File: config.mk
export PLATFORM = sky130hd
export DESIGN_NAME = card_deck_table_with_shuffle_core_flat
export DESIGN_NICKNAME = d
export VERILOG_FILES = /design/src/sv/cdts_pkg.sv /design/src/sv/cdts_if.sv /design/src/sv/cdts_ram.sv /design/src/sv/cdts_mod.sv /design/src/sv/cdts_dp.sv /design/src/sv/cdts_ctrl.sv /design/src/sv/card_deck_table_with_shuffle_core.sv /design/src/flat_wrapper.sv
export SDC_FILE = /design/constraint.sdc
export NUM_CORES = 2
export LEC_CHECK = 0
export BUFFER_PORTS_ARGS = -buffer_cell sky130_fd_sc_hd__buf_4
export CAP_MARGIN = 25
export CORE_AREA = 2 2 309 280
export CTS_CLUSTER_SIZE = 24
export DETAILED_ROUTE_END_ITERATION = 8
export DIE_AREA = 0 0 311 282
export GPL_TIMING_DRIVEN = 0
export PLACE_DENSITY = 0.75
export SETUP_SLACK_MARGIN = 0.5
export SKIP_LAST_GASP = 1
export SLEW_MARGIN = 30
export SYNTH_ARGS = -nofsm -noshare
export SYNTH_HDL_FRONTEND = slang
export SYNTH_HIERARCHICAL = 1
export SYNTH_SLANG_ARGS = --single-unit
File: constraint.sdc
create_clock -name clk -period 8.4 [get_ports clk]
set_input_delay 1.68 -clock clk [delete_from_list [all_inputs] [get_ports clk]]
set_output_delay 1.68 -clock clk [all_outputs]
set_load 0.05 [all_outputs]
File: src/sv/cdts_pkg.sv
// Shared types and constants of the card list with shuffle.
// Holds field widths, operation and result codes, controller states and the
// command and status structs between controller and datapath. No dependencies.
package cdts_pkg;

	// payload field widths
	localparam int CMD_W     = 3;
	localparam int ID_W      = 16;
	localparam int POS_W     = 6;
	localparam int STAT_W    = 3;
	localparam int CNT_OUT_W = 7;
	localparam int RNG_W     = 32;

	// operation codes of the command field
	typedef enum logic [CMD_W-1:0] {
		OP_APPEND  = 3'd0,
		OP_REMOVE  = 3'd1,
		OP_DRAW    = 3'd2,
		OP_SHUFFLE = 3'd3,
		OP_READ    = 3'd4
	} op_t;

	// result status codes
	typedef enum logic [STAT_W-1:0] {
		RS_OK        = 3'd0,
		RS_NOT_FOUND = 3'd1,
		RS_EMPTY     = 3'd2,
		RS_FULL      = 3'd3,
		RS_RANGE     = 3'd4
	} rstat_t;

	// controller states
	typedef enum logic [3:0] {
		ST_IDLE,
		ST_DECODE,
		ST_READ,
		ST_WALK,
		ST_RNG,
		ST_MOD,
		ST_RDJ,
		ST_SWAP1,
		ST_SWAP2,
		ST_FIN
	} state_t;

	// controller to datapath commands
	typedef struct packed {
		logic   accept;
		logic   do_append;
		logic   set_status;
		rstat_t status_val;
		logic   rd_pos;
		logic   cap_found;
		logic   walk_init;
		logic   walk_en;
		logic   sh_init;
		logic   sh_rng;
		logic   sh_cap;
		logic   sh_rd_j;
		logic   sh_wr_top;
		logic   sh_wr_j;
		logic   load_rsp;
	} ctrl_cmd_t;

	// datapath to controller status
	typedef struct packed {
		op_t  op;
		logic full;
		logic empty;
		logic few;
		logic pos_bad;
		logic walk_last;
		logic mod_done;
		logic sh_last;
	} dp_sts_t;

endpackage

File: src/sv/cdts_if.sv
// Channel interfaces of the card list: request, response and seed write.
// Each carries valid, ready and its payload. Depends on cdts_pkg.

// request channel
interface cdts_req_if import cdts_pkg::*; ();
	logic             valid;
	logic             ready;
	logic [CMD_W-1:0] command;
	logic [ID_W-1:0]  card_id;
	logic [POS_W-1:0] position;

	modport source (output valid, command, card_id, position, input ready);
	modport sink (input valid, command, card_id, position, output ready);
endinterface

// response channel
interface cdts_rsp_if import cdts_pkg::*; ();
	logic                 valid;
	logic                 ready;
	logic [ID_W-1:0]      found_id;
	logic [STAT_W-1:0]    status;
	logic [CNT_OUT_W-1:0] entry_count;

	modport source (output valid, found_id, status, entry_count, input ready);
	modport sink (input valid, found_id, status, entry_count, output ready);
endinterface

// seed write channel
interface cdts_cfg_if import cdts_pkg::*; ();
	logic             valid;
	logic             ready;
	logic [RNG_W-1:0] rng_seed;

	modport source (output valid, rng_seed, input ready);
	modport sink (input valid, rng_seed, output ready);
endinterface

File: src/sv/cdts_ram.sv
// Generic single-port-write, single-port-read RAM with registered read data.
// No dependencies.
module cdts_ram #(
	parameter int WIDTH = 16,
	parameter int DEPTH = 64
) (
	input  logic                     clk,
	input  logic                     we,
	input  logic [$clog2(DEPTH)-1:0] waddr,
	input  logic [WIDTH-1:0]         wdata,
	input  logic [$clog2(DEPTH)-1:0] raddr,
	output logic [WIDTH-1:0]         rdata
);

	logic [WIDTH-1:0] mem_q [DEPTH];

	// write port and registered read port
	always_ff @(posedge clk) begin
		if (we) begin
			mem_q[waddr] <= wdata;
		end
		rdata <= mem_q[raddr];
	end

endmodule

File: src/sv/cdts_mod.sv
// Iterative remainder unit: 32-bit dividend modulo a narrow divisor,
// one dividend bit per cycle. Depends on cdts_pkg.
module cdts_mod import cdts_pkg::*; #(
	parameter int DW = 7
) (
	input  logic             clk,
	input  logic             arst_n,
	input  logic             start,
	input  logic [RNG_W-1:0] dividend,
	input  logic [DW-1:0]    divisor,
	output logic             done,
	output logic [DW-1:0]    rem
);

	localparam int CNT_W = $clog2(RNG_W);

	logic             busy_q;
	logic             done_q;
	logic [CNT_W-1:0] cnt_q;
	logic [RNG_W-1:0] dvd_q;
	logic [DW-1:0]    dvs_q;
	logic [DW-1:0]    rem_q;
	logic [DW:0]      trial;
	logic [DW:0]      diff;
	logic [DW-1:0]    rem_nx;

	// restoring step: bring in the next dividend bit, subtract when it fits
	always_comb begin
		trial  = {rem_q, dvd_q[RNG_W-1]};
		diff   = trial - {1'b0, dvs_q};
		rem_nx = (trial >= {1'b0, dvs_q}) ? diff[DW-1:0] : trial[DW-1:0];
	end

	// control flags
	always_ff @(posedge clk or negedge arst_n) begin
		if (!arst_n) begin
			busy_q <= 1'b0;
			done_q <= 1'b0;
		end else if (start) begin
			busy_q <= 1'b1;
			done_q <= 1'b0;
		end else if (busy_q && cnt_q == CNT_W'(RNG_W - 1)) begin
			busy_q <= 1'b0;
			done_q <= 1'b1;
		end
	end

	// operands and partial remainder
	always_ff @(posedge clk) begin
		if (start) begin
			cnt_q <= '0;
			dvd_q <= dividend;
			dvs_q <= divisor;
			rem_q <= '0;
		end else if (busy_q) begin
			cnt_q <= cnt_q + CNT_W'(1);
			dvd_q <= {dvd_q[RNG_W-2:0], 1'b0};
			rem_q <= rem_nx;
		end
	end

	assign done = done_q;
	assign rem  = rem_q;

endmodule

File: src/sv/cdts_dp.sv
// Datapath of the card list: entry memory, count, xorshift generator,
// walk and shuffle registers and the result register.
// Depends on cdts_pkg, cdts_ram and cdts_mod.
module cdts_dp import cdts_pkg::*; #(
	parameter int DEPTH = 64
) (
	input  logic                 clk,
	input  logic                 arst_n,
	input  ctrl_cmd_t            cm,
	output dp_sts_t              st,
	input  logic [CMD_W-1:0]     command,
	input  logic [ID_W-1:0]      card_id,
	input  logic [POS_W-1:0]     position,
	input  logic                 cfg_we,
	input  logic [RNG_W-1:0]     cfg_data,
	output logic [ID_W-1:0]      found_id,
	output logic [STAT_W-1:0]    status,
	output logic [CNT_OUT_W-1:0] entry_count
);

	localparam int AW    = $clog2(DEPTH);
	localparam int CW    = $clog2(DEPTH + 1);
	localparam int CMP_W = (CW > POS_W) ? CW : POS_W;

	// xorshift32 with shifts 13, 17, 5
	function automatic logic [RNG_W-1:0] xs_next(input logic [RNG_W-1:0] s);
		logic [RNG_W-1:0] x;
		x = s ^ (s << 13);
		x = x ^ (x >> 17);
		x = x ^ (x << 5);
		return x;
	endfunction

	logic [CW-1:0]        count_q;
	logic [RNG_W-1:0]     rng_q;
	logic [RNG_W-1:0]     rng_nx;
	logic [CMD_W-1:0]     cmd_q;
	logic [ID_W-1:0]      id_q;
	logic [POS_W-1:0]     pos_q;
	logic [ID_W-1:0]      found_q;
	rstat_t               status_q;
	logic [CW-1:0]        rd_idx_q;
	logic                 pend_v_q;
	logic [AW-1:0]        pend_idx_q;
	logic                 hit_q;
	logic [CW-1:0]        sh_i_q;
	logic [AW-1:0]        j_q;
	logic [ID_W-1:0]      tval_q;
	logic [ID_W-1:0]      rsp_found_q;
	rstat_t               rsp_status_q;
	logic [CW-1:0]        rsp_count_q;

	logic                 we;
	logic [AW-1:0]        waddr;
	logic [ID_W-1:0]      wdata;
	logic [AW-1:0]        raddr;
	logic [ID_W-1:0]      rdata;
	logic [AW-1:0]        top_a;
	logic                 issue;
	logic                 match_now;
	logic                 walk_last;
	logic                 mod_done;
	logic [CW-1:0]        mod_rem;

	// entry store
	cdts_ram #(
		.WIDTH (ID_W),
		.DEPTH (DEPTH)
	) u_ram (
		.clk   (clk),
		.we    (we),
		.waddr (waddr),
		.wdata (wdata),
		.raddr (raddr),
		.rdata (rdata)
	);

	// swap partner: generator output modulo i
	cdts_mod #(
		.DW (CW)
	) u_mod (
		.clk      (clk),
		.arst_n   (arst_n),
		.start    (cm.sh_rng),
		.dividend (rng_nx),
		.divisor  (sh_i_q),
		.done     (mod_done),
		.rem      (mod_rem)
	);

	// walk and shuffle helpers
	always_comb begin
		rng_nx    = xs_next(rng_q);
		top_a     = AW'(sh_i_q - CW'(1));
		issue     = rd_idx_q < count_q;
		match_now = pend_v_q && !hit_q &&
			((op_t'(cmd_q) == OP_DRAW) ? (pend_idx_q == '0) : (rdata == id_q));
		walk_last = pend_v_q && (CW'(pend_idx_q) == count_q - CW'(1));
	end

	// memory read address
	always_comb begin
		if (cm.rd_pos) begin
			raddr = AW'(pos_q);
		end else if (cm.walk_en) begin
			raddr = rd_idx_q[AW-1:0];
		end else if (cm.sh_rd_j) begin
			raddr = j_q;
		end else begin
			raddr = top_a;
		end
	end

	// memory write port
	always_comb begin
		we    = 1'b0;
		waddr = count_q[AW-1:0];
		wdata = id_q;
		if (cm.do_append) begin
			we = 1'b1;
		end else if (cm.walk_en && pend_v_q && hit_q) begin
			we    = 1'b1;
			waddr = pend_idx_q - AW'(1);
			wdata = rdata;
		end else if (cm.sh_wr_top) begin
			we    = 1'b1;
			waddr = top_a;
			wdata = rdata;
		end else if (cm.sh_wr_j) begin
			we    = 1'b1;
			waddr = j_q;
			wdata = tval_q;
		end
	end

	// count, generator and walk flags
	always_ff @(posedge clk or negedge arst_n) begin
		if (!arst_n) begin
			count_q  <= '0;
			rng_q    <= RNG_W'(1);
			pend_v_q <= 1'b0;
			hit_q    <= 1'b0;
		end else begin
			if (cfg_we) begin
				rng_q <= cfg_data;
			end else if (cm.sh_rng) begin
				rng_q <= rng_nx;
			end
			if (cm.do_append) begin
				count_q <= count_q + CW'(1);
			end else if (cm.walk_en && walk_last && (hit_q || match_now)) begin
				count_q <= count_q - CW'(1);
			end
			if (cm.walk_init) begin
				pend_v_q <= 1'b0;
				hit_q    <= 1'b0;
			end else if (cm.walk_en) begin
				pend_v_q <= issue;
				if (match_now) begin
					hit_q <= 1'b1;
				end
			end
		end
	end

	// item, working and result registers
	always_ff @(posedge clk) begin
		if (cm.accept) begin
			cmd_q    <= command;
			id_q     <= card_id;
			pos_q    <= position;
			found_q  <= '0;
			status_q <= RS_OK;
		end
		if (cm.set_status) begin
			status_q <= cm.status_val;
		end
		if (cm.cap_found) begin
			found_q <= rdata;
		end
		if (cm.walk_en && match_now && op_t'(cmd_q) == OP_DRAW) begin
			found_q <= rdata;
		end
		if (cm.walk_en && walk_last && !(hit_q || match_now)) begin
			status_q <= RS_NOT_FOUND;
		end
		if (cm.walk_init) begin
			rd_idx_q <= '0;
		end else if (cm.walk_en) begin
			if (issue) begin
				rd_idx_q <= rd_idx_q + CW'(1);
			end
			pend_idx_q <= rd_idx_q[AW-1:0];
		end
		if (cm.sh_init) begin
			sh_i_q <= count_q;
		end else if (cm.sh_wr_j) begin
			sh_i_q <= sh_i_q - CW'(1);
		end
		if (cm.sh_cap) begin
			j_q    <= AW'(mod_rem);
			tval_q <= rdata;
		end
		if (cm.load_rsp) begin
			rsp_found_q  <= found_q;
			rsp_status_q <= status_q;
			rsp_count_q  <= count_q;
		end
	end

	// status towards the controller
	always_comb begin
		st.op        = op_t'(cmd_q);
		st.full      = count_q == CW'(DEPTH);
		st.empty     = count_q == '0;
		st.few       = count_q < CW'(2);
		st.pos_bad   = CMP_W'(pos_q) >= CMP_W'(count_q);
		st.walk_last = walk_last;
		st.mod_done  = mod_done;
		st.sh_last   = sh_i_q == CW'(2);
	end

	assign found_id    = rsp_found_q;
	assign status      = rsp_status_q;
	assign entry_count = CNT_OUT_W'(rsp_count_q);

endmodule

File: src/sv/cdts_ctrl.sv
// Controller of the card list: sequences one item at a time through
// decode, memory read, memory walk or shuffle swaps and result hand-off. Depends on cdts_pkg.
module cdts_ctrl import cdts_pkg::*; (
	input  logic      clk,
	input  logic      arst_n,
	input  logic      req_valid,
	output logic      req_ready,
	output logic      rsp_valid,
	input  logic      rsp_ready,
	input  dp_sts_t   st,
	output ctrl_cmd_t cm
);

	state_t state_q;
	state_t state_nx;
	logic   rsp_valid_q;

	// state register
	always_ff @(posedge clk or negedge arst_n) begin
		if (!arst_n) begin
			state_q <= ST_IDLE;
		end else begin
			state_q <= state_nx;
		end
	end

	// result valid flag
	always_ff @(posedge clk or negedge arst_n) begin
		if (!arst_n) begin
			rsp_valid_q <= 1'b0;
		end else if (cm.load_rsp) begin
			rsp_valid_q <= 1'b1;
		end else if (rsp_ready) begin
			rsp_valid_q <= 1'b0;
		end
	end

	// next state and commands
	always_comb begin
		state_nx  = state_q;
		cm        = '0;
		req_ready = 1'b0;
		case (state_q)
			ST_IDLE: begin
				req_ready = 1'b1;
				if (req_valid) begin
					cm.accept = 1'b1;
					state_nx  = ST_DECODE;
				end
			end
			ST_DECODE: begin
				state_nx = ST_FIN;
				case (st.op)
					OP_APPEND: begin
						if (st.full) begin
							cm.set_status = 1'b1;
							cm.status_val = RS_FULL;
						end else begin
							cm.do_append = 1'b1;
						end
					end
					OP_READ: begin
						if (st.pos_bad) begin
							cm.set_status = 1'b1;
							cm.status_val = RS_RANGE;
						end else begin
							cm.rd_pos = 1'b1;
							state_nx  = ST_READ;
						end
					end
					OP_DRAW: begin
						if (st.empty) begin
							cm.set_status = 1'b1;
							cm.status_val = RS_EMPTY;
						end else begin
							cm.walk_init = 1'b1;
							state_nx     = ST_WALK;
						end
					end
					OP_REMOVE: begin
						if (st.empty) begin
							cm.set_status = 1'b1;
							cm.status_val = RS_NOT_FOUND;
						end else begin
							cm.walk_init = 1'b1;
							state_nx     = ST_WALK;
						end
					end
					OP_SHUFFLE: begin
						if (!st.few) begin
							cm.sh_init = 1'b1;
							state_nx   = ST_RNG;
						end
					end
					default: begin
						state_nx = ST_FIN;
					end
				endcase
			end
			ST_READ: begin
				cm.cap_found = 1'b1;
				state_nx     = ST_FIN;
			end
			ST_WALK: begin
				cm.walk_en = 1'b1;
				if (st.walk_last) begin
					state_nx = ST_FIN;
				end
			end
			ST_RNG: begin
				cm.sh_rng = 1'b1;
				state_nx  = ST_MOD;
			end
			ST_MOD: begin
				if (st.mod_done) begin
					cm.sh_cap = 1'b1;
					state_nx  = ST_RDJ;
				end
			end
			ST_RDJ: begin
				cm.sh_rd_j = 1'b1;
				state_nx   = ST_SWAP1;
			end
			ST_SWAP1: begin
				cm.sh_wr_top = 1'b1;
				state_nx     = ST_SWAP2;
			end
			ST_SWAP2: begin
				cm.sh_wr_j = 1'b1;
				state_nx   = st.sh_last ? ST_FIN : ST_RNG;
			end
			ST_FIN: begin
				if (!rsp_valid_q || rsp_ready) begin
					cm.load_rsp = 1'b1;
					state_nx    = ST_IDLE;
				end
			end
			default: begin
				state_nx = ST_IDLE;
			end
		endcase
	end

	assign rsp_valid = rsp_valid_q;

endmodule

File: src/sv/card_deck_table_with_shuffle_core.sv
// Card list with shuffle: ordered list of up to DEPTH 16-bit card ids.
// Channels: req (command, card_id, position), rsp (found_id, status,
// entry_count), cfg (rng_seed write, always ready, loads the generator).
// One item is worked at a time; one result item per request item.
// Steps from accept to result register loaded:
//   append, no-op, refused commands: decode; read: decode, memory read
//   draw, remove: decode, then one memory read per cycle walks the list
//   shuffle: decode, then count - 1 swaps; each swap is set by the
//   bit-serial remainder unit plus read and two writes on the
//   entry memory with its single write port
// The result sits in an output register, so the next item is accepted while
// it waits; a stalled receiver holds the block only when the following
// result is ready to be loaded.
// Reset: list empty, generator state 1, no result pending. The entry
// memory needs no clearing; only entries below the count are ever read.
// Depends on cdts_pkg, cdts_if, cdts_ctrl and cdts_dp.
module card_deck_table_with_shuffle_core import cdts_pkg::*; #(
	parameter int DEPTH = 64
) (
	input  logic              clk,
	input  logic              arst_n,
	cdts_req_if.sink          req,
	cdts_rsp_if.source        rsp,
	cdts_cfg_if.sink          cfg
);

	ctrl_cmd_t cm;
	dp_sts_t   st;

	// sequencer
	cdts_ctrl u_ctrl (
		.clk       (clk),
		.arst_n    (arst_n),
		.req_valid (req.valid),
		.req_ready (req.ready),
		.rsp_valid (rsp.valid),
		.rsp_ready (rsp.ready),
		.st        (st),
		.cm        (cm)
	);

	// storage and arithmetic
	cdts_dp #(
		.DEPTH (DEPTH)
	) u_dp (
		.clk         (clk),
		.arst_n      (arst_n),
		.cm          (cm),
		.st          (st),
		.command     (req.command),
		.card_id     (req.card_id),
		.position    (req.position),
		.cfg_we      (cfg.valid),
		.cfg_data    (cfg.rng_seed),
		.found_id    (rsp.found_id),
		.status      (rsp.status),
		.entry_count (rsp.entry_count)
	);

	// seed writes are taken at once
	assign cfg.ready = 1'b1;

endmodule
File: src/flat_wrapper.sv
// flat-port wrapper written by rule: the top's interface ports become plain ports
module card_deck_table_with_shuffle_core_flat import cdts_pkg::*;
#(
	parameter int DEPTH = 64
)
  (clk, arst_n, req_valid, req_command, req_card_id, req_position, req_ready, rsp_valid, rsp_found_id, rsp_status, rsp_entry_count, rsp_ready, cfg_valid, cfg_rng_seed, cfg_ready);
  cdts_req_if req_i ();
  cdts_rsp_if rsp_i ();
  cdts_cfg_if cfg_i ();
  input  logic clk;
  input  logic arst_n;
  input wire logic [$bits(req_i.valid)-1:0] req_valid;
  input wire logic [$bits(req_i.command)-1:0] req_command;
  input wire logic [$bits(req_i.card_id)-1:0] req_card_id;
  input wire logic [$bits(req_i.position)-1:0] req_position;
  output wire logic [$bits(req_i.ready)-1:0] req_ready;
  output wire logic [$bits(rsp_i.valid)-1:0] rsp_valid;
  output wire logic [$bits(rsp_i.found_id)-1:0] rsp_found_id;
  output wire logic [$bits(rsp_i.status)-1:0] rsp_status;
  output wire logic [$bits(rsp_i.entry_count)-1:0] rsp_entry_count;
  input wire logic [$bits(rsp_i.ready)-1:0] rsp_ready;
  input wire logic [$bits(cfg_i.valid)-1:0] cfg_valid;
  input wire logic [$bits(cfg_i.rng_seed)-1:0] cfg_rng_seed;
  output wire logic [$bits(cfg_i.ready)-1:0] cfg_ready;
  assign req_i.valid = req_valid;
  assign req_i.command = req_command;
  assign req_i.card_id = req_card_id;
  assign req_i.position = req_position;
  assign req_ready = req_i.ready;
  assign rsp_valid = rsp_i.valid;
  assign rsp_found_id = rsp_i.found_id;
  assign rsp_status = rsp_i.status;
  assign rsp_entry_count = rsp_i.entry_count;
  assign rsp_i.ready = rsp_ready;
  assign cfg_i.valid = cfg_valid;
  assign cfg_i.rng_seed = cfg_rng_seed;
  assign cfg_ready = cfg_i.ready;
  card_deck_table_with_shuffle_core #(.DEPTH(DEPTH)) u_core (.clk(clk), .arst_n(arst_n), .req(req_i), .rsp(rsp_i), .cfg(cfg_i));
endmodule
; Word-level counts from Yosys, hierarchy flattened
; Memories as Yosys holds them, arrays and structs flattened. A register that Yosys moved wholly into a read port is not among the register bits.
; Index checks and enable logic that the tools add are counted.
[classes]
order_cmp = 4
muxes = 82
n_reduce_logical = 35
eq_ne = 22
add_sub_neg = 7
n_bitwise = 4
[ops]
columns = op, n
row1 = $mux W32, 4
row2 = $mux W16, 7
row3 = $xor A32 B32 Y32, 2
row4 = $mux W4, 12
row5 = $mux W6, 8
row6 = $mux W1, 41
row7 = $pmux W4 S10, 1
row8 = $mux W7, 5
row9 = $xor A32 B15 Y32, 1
row10 = $reduce_bool A2 Y1, 9
row11 = $eq A16 B16 Y1, 1
row12 = $eq A4 B3 Y1 const B, 4
row13 = $pmux W4 S4, 1
row14 = $add A7 B1 Y7 const B, 2
row15 = $sub A7 B1 Y7 const B, 2
row16 = $pmux W4 S3, 1
row17 = $logic_and A1 B1 Y1, 11
row18 = $eq A4 B2 Y1 const B, 2
row19 = $eq A4 B4 Y1 const B, 2
row20 = $ge A8 B7 Y1, 1
row21 = $ne A2 B2 Y1 const B, 4
row22 = $eq A6 B7 Y1, 1
row23 = $eq A7 B2 Y1 const B, 1
row24 = $eq A7 B7 Y1 const B, 1
row25 = other kinds (23), 30
[word_totals]
elab_cells = 180
n_memories = 1
ff_bits = 211
input_bits = 62
out_inout_bits = 29
mem_bits_rw = 1024
[memory_table]
columns = name, words, width, read_ports, rd_clocked_by_memory_dff, write_ports, line
row1 = u_core.u_dp.u_ram.mem_q, 64, 16, 1, 1, 1, cdts_ram.sv:15  ; logic [WIDTH-1:0] mem_q [DEPTH];

; Depth between registers and ports, before layout
[depth]
ltp_word = 8
mapped_depth = 24
mapped_depth_nobuf = 18

; Cells and area by module
; The synthesis kept the hierarchy.
[modules_own_cells]
columns = module, area_each_um2, n_inst, seq_area_each_um2, cells_per_inst
row1 = cdts_ram, 40042.2, 1, 31069.8, 1829
row2 = cdts_dp, 7868.8, 1, 4290.4, 692
row3 = cdts_mod, 2590.0, 1, 1461.4, 200
row4 = cdts_ctrl, 604.3, 1, 125.1, 81
row5 = card_deck_table_with_shuffle_core, 11.3, 1, 0.0, 2

; Least setup slack after synthesis
; OpenSTA, ideal clock, no wires.
[synth_path]
kind = register to register
from = register u_core.u_ctrl.state_q[1]
to = memory u_core.u_dp.u_ram.mem_q[0][10], data pin
path_buffers = 2
t_required_ns = 7.851
stages_incl_launch_ff = 8
setup_time_ns = 0.549
setup_slack_ns = 3.829
synth_period_minus_slack_ns = 4.571
arrival_ns = 4.023
cell_sequence = dfrtp_1 > or4b_4 > or2_2 > nor4_1 > clkbuf_1 > a21oi_1 > clkbuf_1 > a21oi_1
[synth_rtl]
columns = item, line
row1 = start: declaration, cdts_ctrl.sv:14  ; state_t state_q;
row2 = start signal: assignment, cdts_ctrl.sv:23  ; state_q <= state_nx;
row3 = end: declaration, cdts_ram.sv:15

==> results.md <==
* RSZ-0062 raised after global routing: no
* Total GRT Usage at 0.3016
* CP arrival at 7.45 ns
* Die area at 0.08770 mm2
* Synth cell types at 83
* Post-Synthesis Cells at 2804
* Clock power share at 0.407
* Hold Crit Start: u_core/u_dp/found_q[1]
* Net Sw Frac at 0.2073
* Pre-CTS setup slack at 1.683 ns
* Area of the multi-input gates at 0.01353 mm2
* DRC viols at 0
* Pwr Total at 12.40 mW
* Ys flop type: edfxtp_1
* Initial antenna violation count at 4
* Post-layout nets at 3192
* Power Density at 211.1 mW/mm2
* Core Footprint at 0.08416 mm2
* CTS Sinks at 1251
* Most common cell after layout, fill and taps aside: edfxtp_1
* Hold-fix buffers, CTS at 0
* CP Data Required Time at 8.85 ns
* Cell area after synthesis at 0.05112 mm2
* GRT overflow at 0
* Chip width at 311 um
* Register area at 0.03695 mm2
* Syn Nets at 2895
* First-pass DRT Iterations at 8
* CP endpoint kind: register
* Period minus WS final at 6.994 ns
* Floorplan row count at 101
* Total internal power at 9.829 mW
* Final ANT Viol Nets at 0
* TritonCTS Buffers at 117
* Synth area leader: edfxtp_1
* Pleak at 19.97 nW
* Global-route wire length before repair at 190900 um
* CP top delay family: buffers and inverters
* Placed Area at 0.05505 mm2
* Max-slew headroom at 0.2457
* Final period util at 0.8326
* Max Slew Vio Count at 0
* Bufs and invs on worst path at 6
* Fin worst setup slack at 1.406 ns
* Psw at 2.571 mW
* Status: finished, final reports clean
* Initial Utilization at 0.6073
* Share of total power in combinational logic at 0.038
* Wirelength per Cell at 30.12 um
* Measured slew at the worst slew-check pin at 1.131 ns
* Top-area cell type share of the netlist area at 0.6844
* Avg Inst Size Synth at 18.23 um2
* DR iter-0 viols at 3781
* Total negative slack at 0 ns
* Max-cap violations at 0
* Die height at 282 um
* Top post-synthesis cells by area: edfxtp_1 68%, mux4_2 9.7%, mux2i_1 2.7%, dfrtp_1 2.3%, xnor2_1 1.5%
* Area Growth Syn to Fin at 14.90%
* PortBufs at 88
* Placer Congestion at 0.9577
* Worst path max stage delay at 0.68 ns
* Detailed Route WL at 130400 um
* Max rail drop VDD at 186.4 uV
* Placed cell count at 4114
* Resized cells post-CTS at 0
* Number of global-route vias before repair at 28119
* Setup CP Type: register to register
* Vias at 28113
* Most frequent cells in the layout: 1165 x edfxtp_1, 220 x mux4_2, 139 x mux2i_1
* CTS tree: built
* Ys async rst share at 0.03837
* H-tree depth at 3
* Reg power frac at 0.554
* Vias per inst at 6.491
* Fmax at 143.0 MHz
* Hold crit path type: register to register
* Kind of start point of the critical path: register
* Flops & latches, synth at 1251
* Slowest cell on the critical path: mux2i_1
* FF-to-FF Start: u_core/u_dp/count_q[1]
* Non-Filler Instances at 4331
* Post-synthesis sequential area ratio at 0.7228
* Clk Latency, worst-skew pair at 0.71 ns
* Largest net degree at the start of global routing at 49
* Finished Cell Area at 0.05873 mm2
* Crit-path cells: inv_1, ha_1, a21o_1, a21o_1, a21o_1, a21o_1, a21oi_1, nor2_1, or4b_4, nor2_1, buf_1, mux2_2, buf_2, buf_2, buf_2, buf_2, mux2i_1, nand3_1, a31oi_1, a311oi_1
* Worst-path fanout max at 10
* Post-synth EDFFs at 1165
* # IOs at 91
* Setup Fix Bufs, Post-CTS at 0
* Fin Clk Skew at 0.03523 ns
* Worst Setup SP: u_core/u_dp/count_q[1]
* Ys Warns at 6
* CTS clk-pin slew, worst paths at 0.07 ns
* Max Buffers Root-to-Sink at 3
* Setup violations, final at 0
* Hpwl dp at 91990 um
* Final Hold Fails at 0
* Layout cell share with drive strength beyond 1 at 0.2593
* Fillers at 5204
* Clk root buf: clkbuf_16
-- logic make-up after synthesis --
| family | share of synthesized area |
|---|---|
| AND/OR/NAND/NOR | 0.04910 |
| other | 0.00007336 |
| XOR/XNOR | 0.01988 |
| multiplexers | 0.1410 |
| buffers and inverters | 0.02144 |
| flip-flops | 0.7228 |
| adder cells (fa/ha/maj) | 0.007245 |
| AO/OA/AOI/OAI | 0.03850 |
-- flip-flops by register name, summed over array words and instances, names as in the netlist, 3 cells and up --
register,cells
u_core/u_dp/u_mod/cnt_q,5
u_core/u_dp/j_q,6
u_core/u_dp/entry_count,7
u_core/u_dp/sh_i_q,7
u_core/u_dp/pos_q,6
u_core/u_dp/u_mod/dvd_q,32
u_core/u_dp/count_q,7
u_core/u_dp/u_ram/mem_q,1024
u_core/u_ctrl/state_q,4
u_core/u_dp/found_id,16
u_core/u_dp/tval_q,16
u_core/u_dp/id_q,16
u_core/u_dp/found_q,16
u_core/u_dp/status_q,3
u_core/u_dp/u_ram/rdata,16
u_core/u_dp/status,3
u_core/u_dp/pend_idx_q,6
u_core/u_dp/u_mod/dvs_q,7
u_core/u_dp/u_mod/rem,7
u_core/u_dp/cmd_q,3
u_core/u_dp/rng_q,32
u_core/u_dp/rd_idx_q,7
-- through the flow --
| step | hold WS [ns] | util |
|---|---|---|
| 2_1_floorplan | 0.4002 | - |
| 3_3_place_gp | 0.4068 | 0.6320 |
| 3_5_place_dp | 0.4054 | 0.6541 |
| 4_1_cts | 0.4142 | 0.6977 |
| 5_1_grt | 0.4237 | 0.6978 |
| 6_report | 0.4186 | 0.6979 |
-- synth_stat cells, drive strengths merged, types with 3 or more instances --
| library cell | instances |
|---|---|
| a221oi | 16 |
| nor2b | 52 |
| o21ai | 64 |
| nand3 | 38 |
| dfrtp | 47 |
| a22oi | 39 |
| nand3b | 6 |
| a211o | 12 |
| dfxtp | 38 |
| a221o | 7 |
| or3 | 10 |
| mux4 | 224 |
| o211ai | 4 |
| a21oi | 59 |
| inv | 33 |
| and4 | 6 |
| a21o | 9 |
| a31oi | 15 |
| nor4 | 7 |
| edfxtp | 1165 |
| nand2b | 18 |
| nand2 | 128 |
| clkbuf | 66 |
| and3 | 8 |
| xor2 | 29 |
| nor2 | 144 |
| a41oi | 9 |
| nand4 | 20 |
| a211oi | 12 |
| a22o | 6 |
| buf | 92 |
| nor3b | 14 |
| xnor2 | 87 |
| o31ai | 3 |
| a311oi | 13 |
| mux2i | 139 |
| and2 | 5 |
| o21bai | 4 |
| ha | 28 |
| or4b | 4 |
| or2 | 6 |
| nor3 | 25 |
| o22ai | 4 |
| mux2 | 67 |
-- power by group through the flow --
| stage | Sequential (mW) | Combinational [mW] | Clock (mW) |
|---|---|---|---|
| after floorplan | 6.97 | 0.344 | 0 |
| after global placement | 7.00 | 0.457 | 0 |
| after detailed placement | 7.00 | 0.467 | 0 |
| after CTS | 6.87 | 0.473 | 5.13 |
| after global routing | 6.88 | 0.517 | 5.35 |
| final | 6.87 | 0.477 | 5.05 |
-- per-layer routing --
layer,vias to the layer above,GRT usage,wire length [um]
met3,289,0.06465,12950
li1,11786,-,-
met1,14440,0.4245,51310
met5,-,0,52
met2,1594,0.4713,61010
met4,4,0.1150,5108
-- worst paths after layout --
kind	cells after the start	slack, ns	endpoint
setup / recovery	20	1.41	u_core/u_dp/u_ram/rdata[3]
hold / removal	0	0.42	u_core/u_dp/found_id[1]
setup reg to reg	20	1.41	u_core/u_dp/u_ram/rdata[3]
hold reg to reg	0	0.42	u_core/u_dp/found_id[1]
max in group asynchronous	1	6.87	u_core/u_dp/rng_q[6]
min in group asynchronous	1	1.03	u_core/u_ctrl/state_q[1]
-- final cells by class --
| class | instances | share of cell area |
|---|---|---|
| timing repair buffer | 178 | 0.03541 |
| tap | 1133 | 0.02414 |
| clock buffer | 153 | 0.05424 |
| inverter | 33 | 0.002109 |
| sequential | 1251 | 0.6291 |
| clock inverter | 62 | 0.008138 |
| multi-input combinational | 1362 | 0.2303 |
| buffer | 158 | 0.01657 |
| antenna | 1 | 0.00004261 |
Power figures use the tool's default switching activity.
